--- config.mk ---
export PLATFORM = sky130hd
export DESIGN_NAME = tlsa_regs
export DESIGN_NICKNAME = d
export VERILOG_FILES = /design/src/hdl/tlsa_pkg.sv /design/src/hdl/tlsa_regs.sv
export SDC_FILE = /design/constraint.sdc
export NUM_CORES = 1
export LEC_CHECK = 0
export ABC_AREA = 1
export CORE_MARGIN = 3
export CORE_UTILIZATION = 50
export CTS_BUF_LIST = sky130_fd_sc_hd__clkbuf_16
export DETAILED_ROUTE_END_ITERATION = 8
export DONT_BUFFER_PORTS = 1
export PLACE_DENSITY = 0.62
export SLEW_MARGIN = 15
export SYNTH_ARGS = -nofsm -noshare
export SYNTH_HDL_FRONTEND = slang
export SYNTH_SLANG_ARGS = --single-unit
--- constraint.sdc ---
create_clock -name clk_i -period 1.44 [get_ports clk_i]
set_input_delay 0.216 -clock clk_i [delete_from_list [all_inputs] [get_ports clk_i]]
set_output_delay 0.216 -clock clk_i [all_outputs]
set_load 0.05 [all_outputs]
--- src/hdl/tlsa_pkg.sv ---
// ----------------------------------------------------------------------------
// tlsa_pkg
// Types and constants shared by the slot allocator modules.
// ----------------------------------------------------------------------------
package tlsa_pkg;

  localparam int unsigned PAGE_W  = 6;
  localparam int unsigned SLOT_W  = 6;
  localparam int unsigned CNT_W   = 7;
  localparam int unsigned ADDR_W  = 22;
  localparam int unsigned PADDR_W = 5;
  localparam int unsigned PDATA_W = 32;

  // register indexes (byte address 4*index)
  localparam logic [2:0] REG_SLOTS_PER_PAGE = 3'd0;
  localparam logic [2:0] REG_SLOT_BYTES     = 3'd1;
  localparam logic [2:0] REG_PAGE_BYTES     = 3'd2;
  localparam logic [2:0] REG_HEADER_BYTES   = 3'd3;
  localparam logic [2:0] REG_PAGES_IN_USE   = 3'd4;

  // request types
  localparam logic REQ_ALLOC = 1'b0;
  localparam logic REQ_FREE  = 1'b1;

  // result status codes
  localparam logic [1:0] ST_OK      = 2'd0;
  localparam logic [1:0] ST_NOROOM  = 2'd1;
  localparam logic [1:0] ST_NOTUSED = 2'd2;

  typedef enum logic [2:0] {
    S_IDLE,
    S_READ,
    S_MOD,
    S_OUT,
    S_SWEEP,
    S_DRAIN
  } ctrl_state_e;

  typedef struct packed {
    logic [6:0]  slots_per_page;
    logic [12:0] slot_bytes;
    logic [16:0] page_bytes;
    logic [12:0] header_bytes;
    logic [6:0]  pages_in_use;
  } cfg_t;

  typedef struct packed {
    logic              accept;
    logic              rd_item;
    logic              modify;
    logic              finish;
    logic              sweep_rd;
    logic [PAGE_W-1:0] sweep_addr;
  } dp_cmd_t;

endpackage

--- src/hdl/tlsa_regs.sv ---
// ----------------------------------------------------------------------------
// tlsa_regs
// APB-style configuration registers; flags a rewrite of slots per page.
// ----------------------------------------------------------------------------
module tlsa_regs
  import tlsa_pkg::*;
(
  input  logic               clk_i,
  input  logic               rst_ni,
  input  logic               psel,
  input  logic               penable,
  input  logic               pwrite,
  input  logic [PADDR_W-1:0] paddr,
  input  logic [PDATA_W-1:0] pwdata,
  output logic [PDATA_W-1:0] prdata,
  output logic               pready,
  output cfg_t               cfg_o,
  output logic               sweep_req_o
);

  cfg_t       cfg_q, cfg_d;
  logic       wr_en;
  logic [2:0] reg_idx;

  assign pready  = 1'b1;
  assign reg_idx = paddr[4:2];
  assign wr_en   = psel & penable & pwrite;

  always_comb begin
    cfg_d       = cfg_q;
    sweep_req_o = 1'b0;
    if (wr_en) begin
      unique case (reg_idx)
        REG_SLOTS_PER_PAGE: begin
          cfg_d.slots_per_page = pwdata[6:0];
          sweep_req_o          = 1'b1;
        end
        REG_SLOT_BYTES:   cfg_d.slot_bytes   = pwdata[12:0];
        REG_PAGE_BYTES:   cfg_d.page_bytes   = pwdata[16:0];
        REG_HEADER_BYTES: cfg_d.header_bytes = pwdata[12:0];
        REG_PAGES_IN_USE: cfg_d.pages_in_use = pwdata[6:0];
        default: ;
      endcase
    end
  end

  always_comb begin
    unique case (reg_idx)
      REG_SLOTS_PER_PAGE: prdata = {25'd0, cfg_q.slots_per_page};
      REG_SLOT_BYTES:     prdata = {19'd0, cfg_q.slot_bytes};
      REG_PAGE_BYTES:     prdata = {15'd0, cfg_q.page_bytes};
      REG_HEADER_BYTES:   prdata = {19'd0, cfg_q.header_bytes};
      REG_PAGES_IN_USE:   prdata = {25'd0, cfg_q.pages_in_use};
      default:            prdata = '0;
    endcase
  end

  always_ff @(posedge clk_i or negedge rst_ni) begin
    if (!rst_ni) begin
      cfg_q.slots_per_page <= 7'd64;
      cfg_q.slot_bytes     <= 13'd16;
      cfg_q.page_bytes     <= 17'd8192;
      cfg_q.header_bytes   <= 13'd12;
      cfg_q.pages_in_use   <= 7'd64;
    end else begin
      cfg_q <= cfg_d;
    end
  end

  assign cfg_o = cfg_q;

endmodule

* Word-level counts from Yosys, hierarchy flattened *
Index checks and enable logic that the tools add are counted.

word-level totals
  output and inout port bits = 91
  bits in registers = 57
  logic and storage cells = 20
  input bits = 42

cells by class
  reductions and logical operators = 6
  multiplexer cells = 3
  bitwise logic cells = 2
  equal/unequal tests = 4

operators by type and width
  kind                                            count
  case mux 17 bit (5 select lines)                1
  AND reduction 2 bit                             5
  == test 3 x 2 -> 1 bit (second input constant)  2
  == test 3 x 1 -> 1 bit (second input constant)  1
  == test 3 bit (second input constant)           1
  logical NOT 3 bit                               1
  AND 1 bit                                       2
  two-way mux 1 bit                               2

* Logic depth before layout (Yosys ltp) *
  depth after elaboration = 3
  mapped depth = 8
  depth with buffers taken out = 7

* Least setup slack after synthesis *
No wires, ideal clock.

  kind = register -> output
  start = reg cfg_q, in the netlist cfg_o[33]
  end = out prdata[13]
  setup slack = -188 ps
  cell stages (with the launch flop) = 3
  required time = 1224 ps
  arrival = 1412 ps
  buffers on the path = 0
  path through = dfstp_2 > inv_1 > nor2_1

on the way
  cells in the longest elaborated chain, start to end = 1

ends and longest elaborated chain
  item                              line             source
  start, declared                   tlsa_regs.sv:21  cfg_t cfg_q, cfg_d;
  start signal, assigned            tlsa_regs.sv:66  cfg_q <= cfg_d;
  case mux 17 bit (5 select lines)  tlsa_regs.sv:48  unique case (reg_idx)
  end, declared                     tlsa_regs.sv:15  output logic [PDATA_W-1:0] prdata,

No other way between the ends.

* Final worst setup path *
  start = reg cfg_q, in the netlist cfg_o[56]
  end = out prdata[6]

The elaborated chain is that of the path after synthesis.

==> results_dict.tcl <==
set metrics [dict create \
    status "finished with violations" \
    violations "hold timing, setup timing" \
    wl_um 7870 \
    utilization 0.703 \
    clock_skew_ps 0 \
    powerDensity_nw_per_um2 1690 \
    vias 2555 \
    design_area_sq_um 3940 \
    ir_drop_mv 1.36 \
    drc 0 \
    port_buffers 0 \
    crit_slowest_cell "dfstp_2" \
    hold_class "in -> async" \
    end_kind "primary output" \
    grt.overflow.total 0 \
    hold_viol 57 \
    maxCapViolCount 0 \
    die-height_um 83.0 \
    required_ps 1220 \
    cp_common_cell "nand2_1" \
    worst_ep_arrival_time_ps 1290 \
    min_period_over_period 1.05 \
    avgSynthCellArea_sq_um 8.33 \
    synth_cell_types 24 \
    crit_path_max_incr_delay_ps 540 \
    cts_tree "done" \
    place_inst 484 \
    synthTopCellsByArea "dfrtp_1, nand2_1, dfstp_2, o21ai_0, buf_4" \
    p_leak_uw 0.00203 \
    syn_to_final_growth_pct 32.9 \
    syn_area_sq_um 2970 \
    fin_nets 467 \
    dr.pass1.iters 4 \
    grt_pass1_vias 2582 \
    die_w_um 83.0 \
    layout_min_cycle_time_ps 1510 \
    synth_top_cell_by_area "dfrtp_1" \
    whs_ps -412 \
    slew_viol_final 0 \
    grt_usage 0.232 \
    coreArea_sq_um 5610 \
    antenna_found_initial 0 \
    synth-seq-area-share 0.483 \
    largest_reg_flops 57 \
    antenna_left 0 \
    worstSetupPathType "reg -> out" \
    setup-violations-final 2 \
    critPathBufInv 1 \
    clock-sinks 57 \
    ios 133 \
    placed_area_sq_um 3580 \
    fill_cells 462 \
    routabilityCongestion 0.795 \
    worst_slack_ps -69.4 \
    viasPerCell 5.09 \
    synth-seq-cells 57 \
    grt_pass1_wl_um 12700 \
    dpl.hpwl_um 5610 \
    die_area_sq_um 6890 \
    routedWlPerCell_um 15.7 \
    crit_chain "nand3_2, nand2_1, nor2_1, nand2_1, buf_12" \
    place_ws_ps 96.8 \
    diodes 0 \
    drive_gt1_frac 0.312 \
    path_max_fanout 2 \
    cts_root_buf "clkbuf_16" \
    drtIter0Drc 159 \
    ys_warn_count 0 \
    critPathLaunchType "flop" \
    stdcell_count 502 \
    rows 27 \
    grt_max_degree 58 \
    path_clk_slew_ps 50 \
    clkLatencyLatePin_ps 320 \
    ctsHtreeMaxLevel 3 \
    synth_top_area_frac 0.430 \
    rsz0062_at_grt "yes" \
    critPathTopFamily "flip-flops" \
    start_util 0.529 \
    syn_inst 356 \
    cts_buffers 9 \
    cts.path.max_buffers 2 \
    fmax_mhz 663 \
]
path summary, 6_finish.rpt:
check	depth (start not counted)	start	slack, ps	to
min in group clk_i	2	pwdata[2]	10	cfg_o[9]
worst min register to register	2	cfg_o[10]	510	cfg_o[10]
worst max register to register	5	cfg_o[56]	350	cfg_o[56]
worst max-delay path	5	cfg_o[56]	-70	prdata[6]
worst min-delay path	0	rst_ni	-410	cfg_o[1]
max in group asynchronous	0	rst_ni	1660	cfg_o[41]
layout by cell type (no fill, tap or decap), drive strengths merged:
cell type,instances
bufinv,1
inv,38
dfrtp,51
o21ai,56
nand3,30
dfstp,6
nor2,18
clkinv,3
conb,16
clkbuf,9
buf,77
clkinvlp,1
nand4,10
nand2,114
final cells by class:
cell class                      count  area, sq um  area share
Clock buffer                        9          225      0.0571
Clock inverter                      7         55.1      0.0140
Inverter                           36          149      0.0378
Multi-Input combinational cell    244         1250       0.318
Sequential cell                    57         1440       0.364
Tap cell                           72         90.1      0.0229
Timing Repair Buffer               77          732       0.186
cell families (layout without fill, tap and decap cells):
| logic type | count (synthesis) | count (layout) | share of synthesized area |
|---|---|---|---|
| compound gates | 56 | 56 | 0.0983 |
| buf+inv | 69 | 129 | 0.140 |
| flops | 57 | 57 | 0.483 |
| other cells | 2 | 16 | 0.00253 |
| simple gates | 172 | 172 | 0.276 |
repair_timing:
action / 4_1_cts / 5_1_grt
endpoints found under the setup margin: 4 / 10
buffers inserted: 1 / 1
pin swaps: 11 / 6
gates resized for setup: 9 / 12
endpoints found under the hold margin: 57 / 57
worst register-to-register path, stage by stage, from the launching register on:
cell	delay, ps
dfstp_2	540
buf_4	110
buf_4	100
buf_6	150
nand2_1	60
o21ai_0	70
cells in the mapped netlist (all sizes together):
library cell and number:
buf 31, clkbuf 2, conb 2, dfrtp 51, dfstp 6, inv 36, nand2 114, nand3 30
nand4 10, nor2 18, o21ai 56
metal layers:
metal | GRT usage | vias to the layer above | wire, um
li1 | - | 1248 | -
met1 | 0.287 | 1198 | 3160
met2 | 0.380 | 100 | 3880
met3 | 0.0744 | 9 | 735
met4 | 0.0817 | 0 | 87
met5 | 0 | - | 0
stage by stage:
stage	power, uW	hold slack (ps)	setup TNS [ps]
after global placement	4620	-77.9	0
after global routing	6940	-421	-187
after detailed placement	4660	-77.4	0
final	6670	-412	-71.2
after floorplan	3970	-79.6	0
after CTS	6680	-416	-75.5
power by group:
group / leakage, uW / switching, uW / internal [uW] / total, uW
Sequential: 0.000719 / 167 / 1930 / 2100
Combinational: 0.00116 / 1900 / 693 / 2590
Clock: 0.000150 / 677 / 1300 / 1980
Total: 0.00203 / 2740 / 3930 / 6670
No activity file was read; power rests on OpenSTA's default activity.
