--- config.mk ---
export PLATFORM = sky130hd
export DESIGN_NAME = tlsa_ctrl
export DESIGN_NICKNAME = d
export VERILOG_FILES = /design/src/hdl/tlsa_pkg.sv /design/src/hdl/tlsa_ctrl.sv
export SDC_FILE = /design/constraint.sdc
export NUM_CORES = 1
export LEC_CHECK = 0
export ABC_AREA = 1
export BUFFER_PORTS_ARGS = -buffer_cell sky130_fd_sc_hd__buf_4
export CORE_AREA = 2 2 39 41
export CTS_BUF_LIST = sky130_fd_sc_hd__clkbuf_4 sky130_fd_sc_hd__clkbuf_8 sky130_fd_sc_hd__clkbuf_16
export CTS_CLUSTER_DIAMETER = 60
export DETAILED_ROUTE_END_ITERATION = 8
export DIE_AREA = 0 0 41 43
export PLACE_DENSITY = 0.71
export SLEW_MARGIN = 0
export SYNTH_ARGS = -nofsm -noshare
export SYNTH_HDL_FRONTEND = slang
export SYNTH_SLANG_ARGS = --single-unit
--- constraint.sdc ---
create_clock -name clk_i -period 2.09 [get_ports clk_i]
set_input_delay 0.3135 -clock clk_i [delete_from_list [all_inputs] [get_ports clk_i]]
set_output_delay 0.3135 -clock clk_i [all_outputs]
set_load 0.02 [all_outputs]
--- src/hdl/tlsa_pkg.sv ---
// ----------------------------------------------------------------------------
// tlsa_pkg
// Types and constants shared by the slot allocator modules.
// ----------------------------------------------------------------------------
package tlsa_pkg;

  localparam int unsigned PAGE_W  = 6;
  localparam int unsigned SLOT_W  = 6;
  localparam int unsigned CNT_W   = 7;
  localparam int unsigned ADDR_W  = 22;
  localparam int unsigned PADDR_W = 5;
  localparam int unsigned PDATA_W = 32;

  // register indexes (byte address 4*index)
  localparam logic [2:0] REG_SLOTS_PER_PAGE = 3'd0;
  localparam logic [2:0] REG_SLOT_BYTES     = 3'd1;
  localparam logic [2:0] REG_PAGE_BYTES     = 3'd2;
  localparam logic [2:0] REG_HEADER_BYTES   = 3'd3;
  localparam logic [2:0] REG_PAGES_IN_USE   = 3'd4;

  // request types
  localparam logic REQ_ALLOC = 1'b0;
  localparam logic REQ_FREE  = 1'b1;

  // result status codes
  localparam logic [1:0] ST_OK      = 2'd0;
  localparam logic [1:0] ST_NOROOM  = 2'd1;
  localparam logic [1:0] ST_NOTUSED = 2'd2;

  typedef enum logic [2:0] {
    S_IDLE,
    S_READ,
    S_MOD,
    S_OUT,
    S_SWEEP,
    S_DRAIN
  } ctrl_state_e;

  typedef struct packed {
    logic [6:0]  slots_per_page;
    logic [12:0] slot_bytes;
    logic [16:0] page_bytes;
    logic [12:0] header_bytes;
    logic [6:0]  pages_in_use;
  } cfg_t;

  typedef struct packed {
    logic              accept;
    logic              rd_item;
    logic              modify;
    logic              finish;
    logic              sweep_rd;
    logic [PAGE_W-1:0] sweep_addr;
  } dp_cmd_t;

endpackage

--- src/hdl/tlsa_ctrl.sv ---
// ----------------------------------------------------------------------------
// tlsa_ctrl
// Sequencer: request steps (read, modify, output) and the full-map sweep.
// ----------------------------------------------------------------------------
module tlsa_ctrl
  import tlsa_pkg::*;
#(
  parameter int unsigned NPG = 64
) (
  input  logic    clk_i,
  input  logic    rst_ni,
  input  logic    start_i,
  input  logic    sweep_req_i,
  output logic    busy_o,
  output dp_cmd_t cmd_o
);

  ctrl_state_e       state_q, state_d;
  logic [PAGE_W-1:0] sweep_q, sweep_d;
  logic              sweep_last;

  assign sweep_last = (sweep_q == PAGE_W'(NPG - 1));

  always_comb begin
    state_d = state_q;
    sweep_d = sweep_q;
    unique case (state_q)
      S_IDLE: begin
        if (start_i) begin
          state_d = S_READ;
        end else if (sweep_req_i) begin
          state_d = S_SWEEP;
          sweep_d = '0;
        end
      end
      S_READ:  state_d = S_MOD;
      S_MOD:   state_d = S_OUT;
      S_OUT:   state_d = S_IDLE;
      S_SWEEP: begin
        if (sweep_req_i) begin
          sweep_d = '0;
        end else if (sweep_last) begin
          state_d = S_DRAIN;
        end else begin
          sweep_d = sweep_q + 1'b1;
        end
      end
      S_DRAIN: begin
        if (sweep_req_i) begin
          state_d = S_SWEEP;
          sweep_d = '0;
        end else begin
          state_d = S_IDLE;
        end
      end
      default: state_d = S_IDLE;
    endcase
  end

  always_comb begin
    cmd_o = '0;
    unique case (state_q)
      S_IDLE:  cmd_o.accept  = start_i;
      S_READ:  cmd_o.rd_item = 1'b1;
      S_MOD:   cmd_o.modify  = 1'b1;
      S_OUT:   cmd_o.finish  = 1'b1;
      S_SWEEP: begin
        cmd_o.sweep_rd   = 1'b1;
        cmd_o.sweep_addr = sweep_q;
      end
      S_DRAIN: ;
      default: ;
    endcase
  end

  assign busy_o = (state_q != S_IDLE);

  always_ff @(posedge clk_i or negedge rst_ni) begin
    if (!rst_ni) begin
      state_q <= S_IDLE;
      sweep_q <= '0;
    end else begin
      state_q <= state_d;
      sweep_q <= sweep_d;
    end
  end

endmodule

# ---- Word level (Yosys, flattened, before mapping)
# Cells that the tools add are included.
dict set report word_totals {
  ff_bits 9
  latch_bits 0
  ram_bits 0
  romBits 0
  in_bits 4
  out_inout_bits 12
  elab_cells 35
  n_memories 0
}
dict set report op_classes {
  n_addsub 1
  mul 0
  div 0
  magnitude_cmp 0
  eq_ne 11
  shift 0
  muxes 16
  n_bitwise 0
  n_reduce_logical 5
}
# cell n
set op_table {}
lappend op_table {{$mux W6} 4}
lappend op_table {{$pmux W6 S3} 1}
lappend op_table {{$mux W3} 5}
lappend op_table {{$pmux W3 S5} 1}
lappend op_table {{$mux W7} 1}
lappend op_table {{$add A6 B1 Y6 const B} 1}
lappend op_table {{$eq A3 B2 Y1 const B} 2}
lappend op_table {{$eq A3 B3 Y1 const B} 2}
lappend op_table {{$eq A6 B6 Y1 const B} 1}
lappend op_table {{$ne A2 B2 Y1 const B} 3}
lappend op_table {{$ne A3 B3 Y1 const B} 2}
lappend op_table {{$reduce_and A3 Y1} 2}
lappend op_table {{$reduce_bool A3 Y1} 2}
lappend op_table {{$mux W1} 4}
lappend op_table {{$eq A3 B1 Y1 const B} 1}
lappend op_table {{$logic_not A3 Y1} 1}

# ---- Depth between registers and ports, before layout
dict set report logic_depth {
  depth_word 4
  depth_mapped 8
  ltp_nobuf 7
}

# ---- Worst setup path before layout
# OpenSTA, ideal clock, no wires.
dict set report synth_timing {
  path_type {reg-to-output}
  from {register state_q[0]}
  to {output cmd_o[0] (netlist bit)}
  arrival_time_ns 1.025
  required_time_ns 1.776
  setup_slack_ns 0.752
  path_stages_with_launch 5
  n_path_buf 1
  path_cell_list {dfrtp_1 -> nor2_2 -> nand2_2 -> buf_6 -> nor2_1}
}
# item line_no
set synth_lines {}
lappend synth_lines {{start, declared} tlsa_ctrl.sv:18} ;# ctrl_state_e state_q, state_d;
lappend synth_lines {{start signal, assigned} tlsa_ctrl.sv:83} ;# state_q <= state_d;
lappend synth_lines {{end, declared} tlsa_ctrl.sv:15} ;# output dp_cmd_t cmd_o

==> impl_metrics.ini <==
[run_status]
outcome = complete, no violations

[yosys]
syn_area_um2 = 630.6
synth_top_family_by_area = simple AND/OR/NAND/NOR gates
synth_compound_area_share_pct = 5.556
syn_inst = 97
synthMuxAreaShare_pct = 0
synth_fp_nets = 102
synth_seq_cells = 9
synth_fa_ha_area_share_pct = 1.984
avgSynthCellArea_um2 = 6.501
ys_warn_count = 0
synthSimpleGateAreaFrac_pct = 44.05
yosysSeqAreaShare_pct = 35.71
yosys.cell_types.count = 21
synth_xor_area_share_pct = 1.389

[place]
dpl.hpwl_mm = 1.062
post-place-cells = 127
preCtsSetupSlack_ns = 0.6977
port-buffer-count = 15
gp_congestion = 0.8408

[grt]
overflow = 0
grt_usage_pct = 20.04
grt_max_degree = 13
gr-usage-met2_pct = 28.75
busiest_layer = met2
antenna_found_initial = 0
met3_usage_pct = 4.712
grt_first_pass_wirelength_mm = 2.366
grt_pass1_vias = 574
use_met1_pct = 26.73

[setup_path]
crit_path_max_fanout = 6
rr_startpoint = sweep_q[0]$_DFFE_PN0P_
start_kind = flip-flop
slowest_stage = dfrtp_1
worstPathRequired_ns = 1.78
endpoint_kind = output port
cpPeakStageDelay_ns = 0.43
cp_cell_sequence = inv_1 -> nand2_1 -> nor2_1 -> nand2_1 -> inv_1 -> buf_4
critPathKind = reg2out
cp-startpoint = state_q[1]$_DFFE_PN0P_
worstPathArrival_ns = 1.38

[floorplan]
start_util_pct = 45.57
core_area_um2 = 1384
rows = 14
die_y_um = 43
die_x_um = 41
die_area_um2 = 1763
io_pins = 16

[clocking]
cts_root_buf = clkbuf_4
clk_latency_ns = 0.27
cts.clk_slew.worst_paths_ns = 0.07
cts_max_level = 1
cts_tree = yes
cts.sinks = 9
ctsResizeCount = 0
clockBufferDepth = 2
numCtsBuffers = 3

[sta]
fin_crit_ns = 1.689
skew_ns = 0.004316
max_slew_margin_pct = 78.00
setup_viol = 0
period_share_pct = 80.81
finalSetupTns_ns = 0
max_freq_mhz = 592.1
hold_violations = 0
worst_slack_ns = 0.4010
drv_slew = 0
worst_pin_slew_ns = 0.3278
rsz0062_at_grt = false

[layout]
fin_nets = 122
fillCellCount = 130
fin_cells = 132
area_delta_synth_final_pct = 25.60
drive_above_1_share_pct = 22.41
diodes = 0
final_core_util_pct = 57.23

[routing]
drt_pass1_iterations = 4
drc_errors = 0
wire_per_inst_um = 10.63
drtIter0Drc = 21
routed_wl_mm = 1.403
postRouteAntennaNets = 0
num_vias = 638
vias_per_cell = 4.833

[power]
ir_worst_vdd_uv = 711.3
p_comb_share_pct = 55.1
p_sw_uw = 462.6
p_int_uw = 481.9
leakagePower_nw = 0.4288
p_seq_share_pct = 28.2
power_density_nw_per_um2 = 1193
clkPwrFrac_pct = 16.7
p_sw_share_pct = 48.98
fin_total_pwr_uw = 944.5

[worst_hold_path]
hp-start = sweep_req_i
hp-class = in2reg

[run]
cap_violations = 0
-- kinds of logic after synthesis --
logic type | Yosys count
xor+xnor | 1
buf+inv | 17
fa+ha+maj | 1
compound gates | 6
flops | 9
simple gates | 63
-- per-stage QoR --
stage,area (um^2),hold slack (ns)
2_1_floorplan,630.6,0.01791
3_3_place_gp,752.0,0.1481
3_5_place_dp,752.0,0.1485
4_1_cts,792.0,0.3702
5_1_grt,792.0,0.4172
6_report,792.0,0.3629
-- worst max-delay path, delay by kind of cell, from the launching register on --
family | cells | cell delay [ns]
simple gates | 3 | 0.35
flops | 1 | 0.43
buf+inv | 3 | 0.33
-- registers in the layout, indices dropped and copies added (netlist names) --
name and cells:
state_q 3, sweep_q 6
-- synth_stat cells, drive strengths merged --
cell type	number	share of area, %
o21ai	3	2.4
o21bai	1	1.2
xor2	1	1.4
nor3	1	0.79
nand3	8	7.1
a21oi	1	0.79
nand2	31	19
buf	1	1.8
ha	1	2.0
and2	1	0.99
nor2	19	13
o211ai	1	1.2
nand4	3	3.0
dfrtp	9	36
inv	16	9.5
-- metal layers --
layer  up-vias  wire length [um]
met2        18               691
li1        340                 -
met1       276               598
met3         4                87
met4         0                25
met5         -                 0
-- path summary, 6_finish.rpt --
check                                          to  cells past startpoint  slack, ns
setup / recovery                        cmd_o[10]                      6       0.40
hold / removal             sweep_q[4]$_DFFE_PN0P_                      4       0.36
setup reg to reg           sweep_q[2]$_DFFE_PN0P_                      7       0.69
hold reg to reg            sweep_q[4]$_DFFE_PN0P_                      2       0.55
max in group asynchronous  sweep_q[1]$_DFFE_PN0P_                      2       1.55
min in group asynchronous  sweep_q[4]$_DFFE_PN0P_                      2       0.39
-- layout by cell type (no fill, tap or decap), types with 2 or more instances in the layout --
cell type / n
inv_2: 2
buf_4: 15
inv_1: 14
nor2_1: 16
nand3_1: 7
nand2_1: 30
nor2_2: 2
o21ai_1: 2
nand4_1: 3
dfrtp_1: 9
clkbuf_4: 4
-- power by group through the flow --
stage                     Clock (mW)  Sequential, mW  Combinational, mW
final                          0.158           0.266              0.521
after global routing           0.165           0.273              0.590
after CTS                      0.156           0.264              0.521
after detailed placement           0           0.268              0.519
after global placement             0           0.266              0.516
after floorplan                    0           0.258              0.399
-- final cells by class --
type | count | area (um^2) | share of cell area, %
well taps | 16 | 20.02 | 2.528
multi-input cells | 71 | 334.1 | 42.18
repair buffers | 16 | 122.6 | 15.48
inverters | 16 | 60.06 | 7.583
flip-flops and latches | 9 | 225.2 | 28.44
clock buffers | 4 | 30.03 | 3.791
-- timing repair --
item | in CTS | in global routing
buffers inserted | 0 | 0
hold buffers | 1 | 0
setup endpoints to repair | 0 | 0
hold endpoints to repair | 9 | 0
Power figures use the tool's default switching activity.
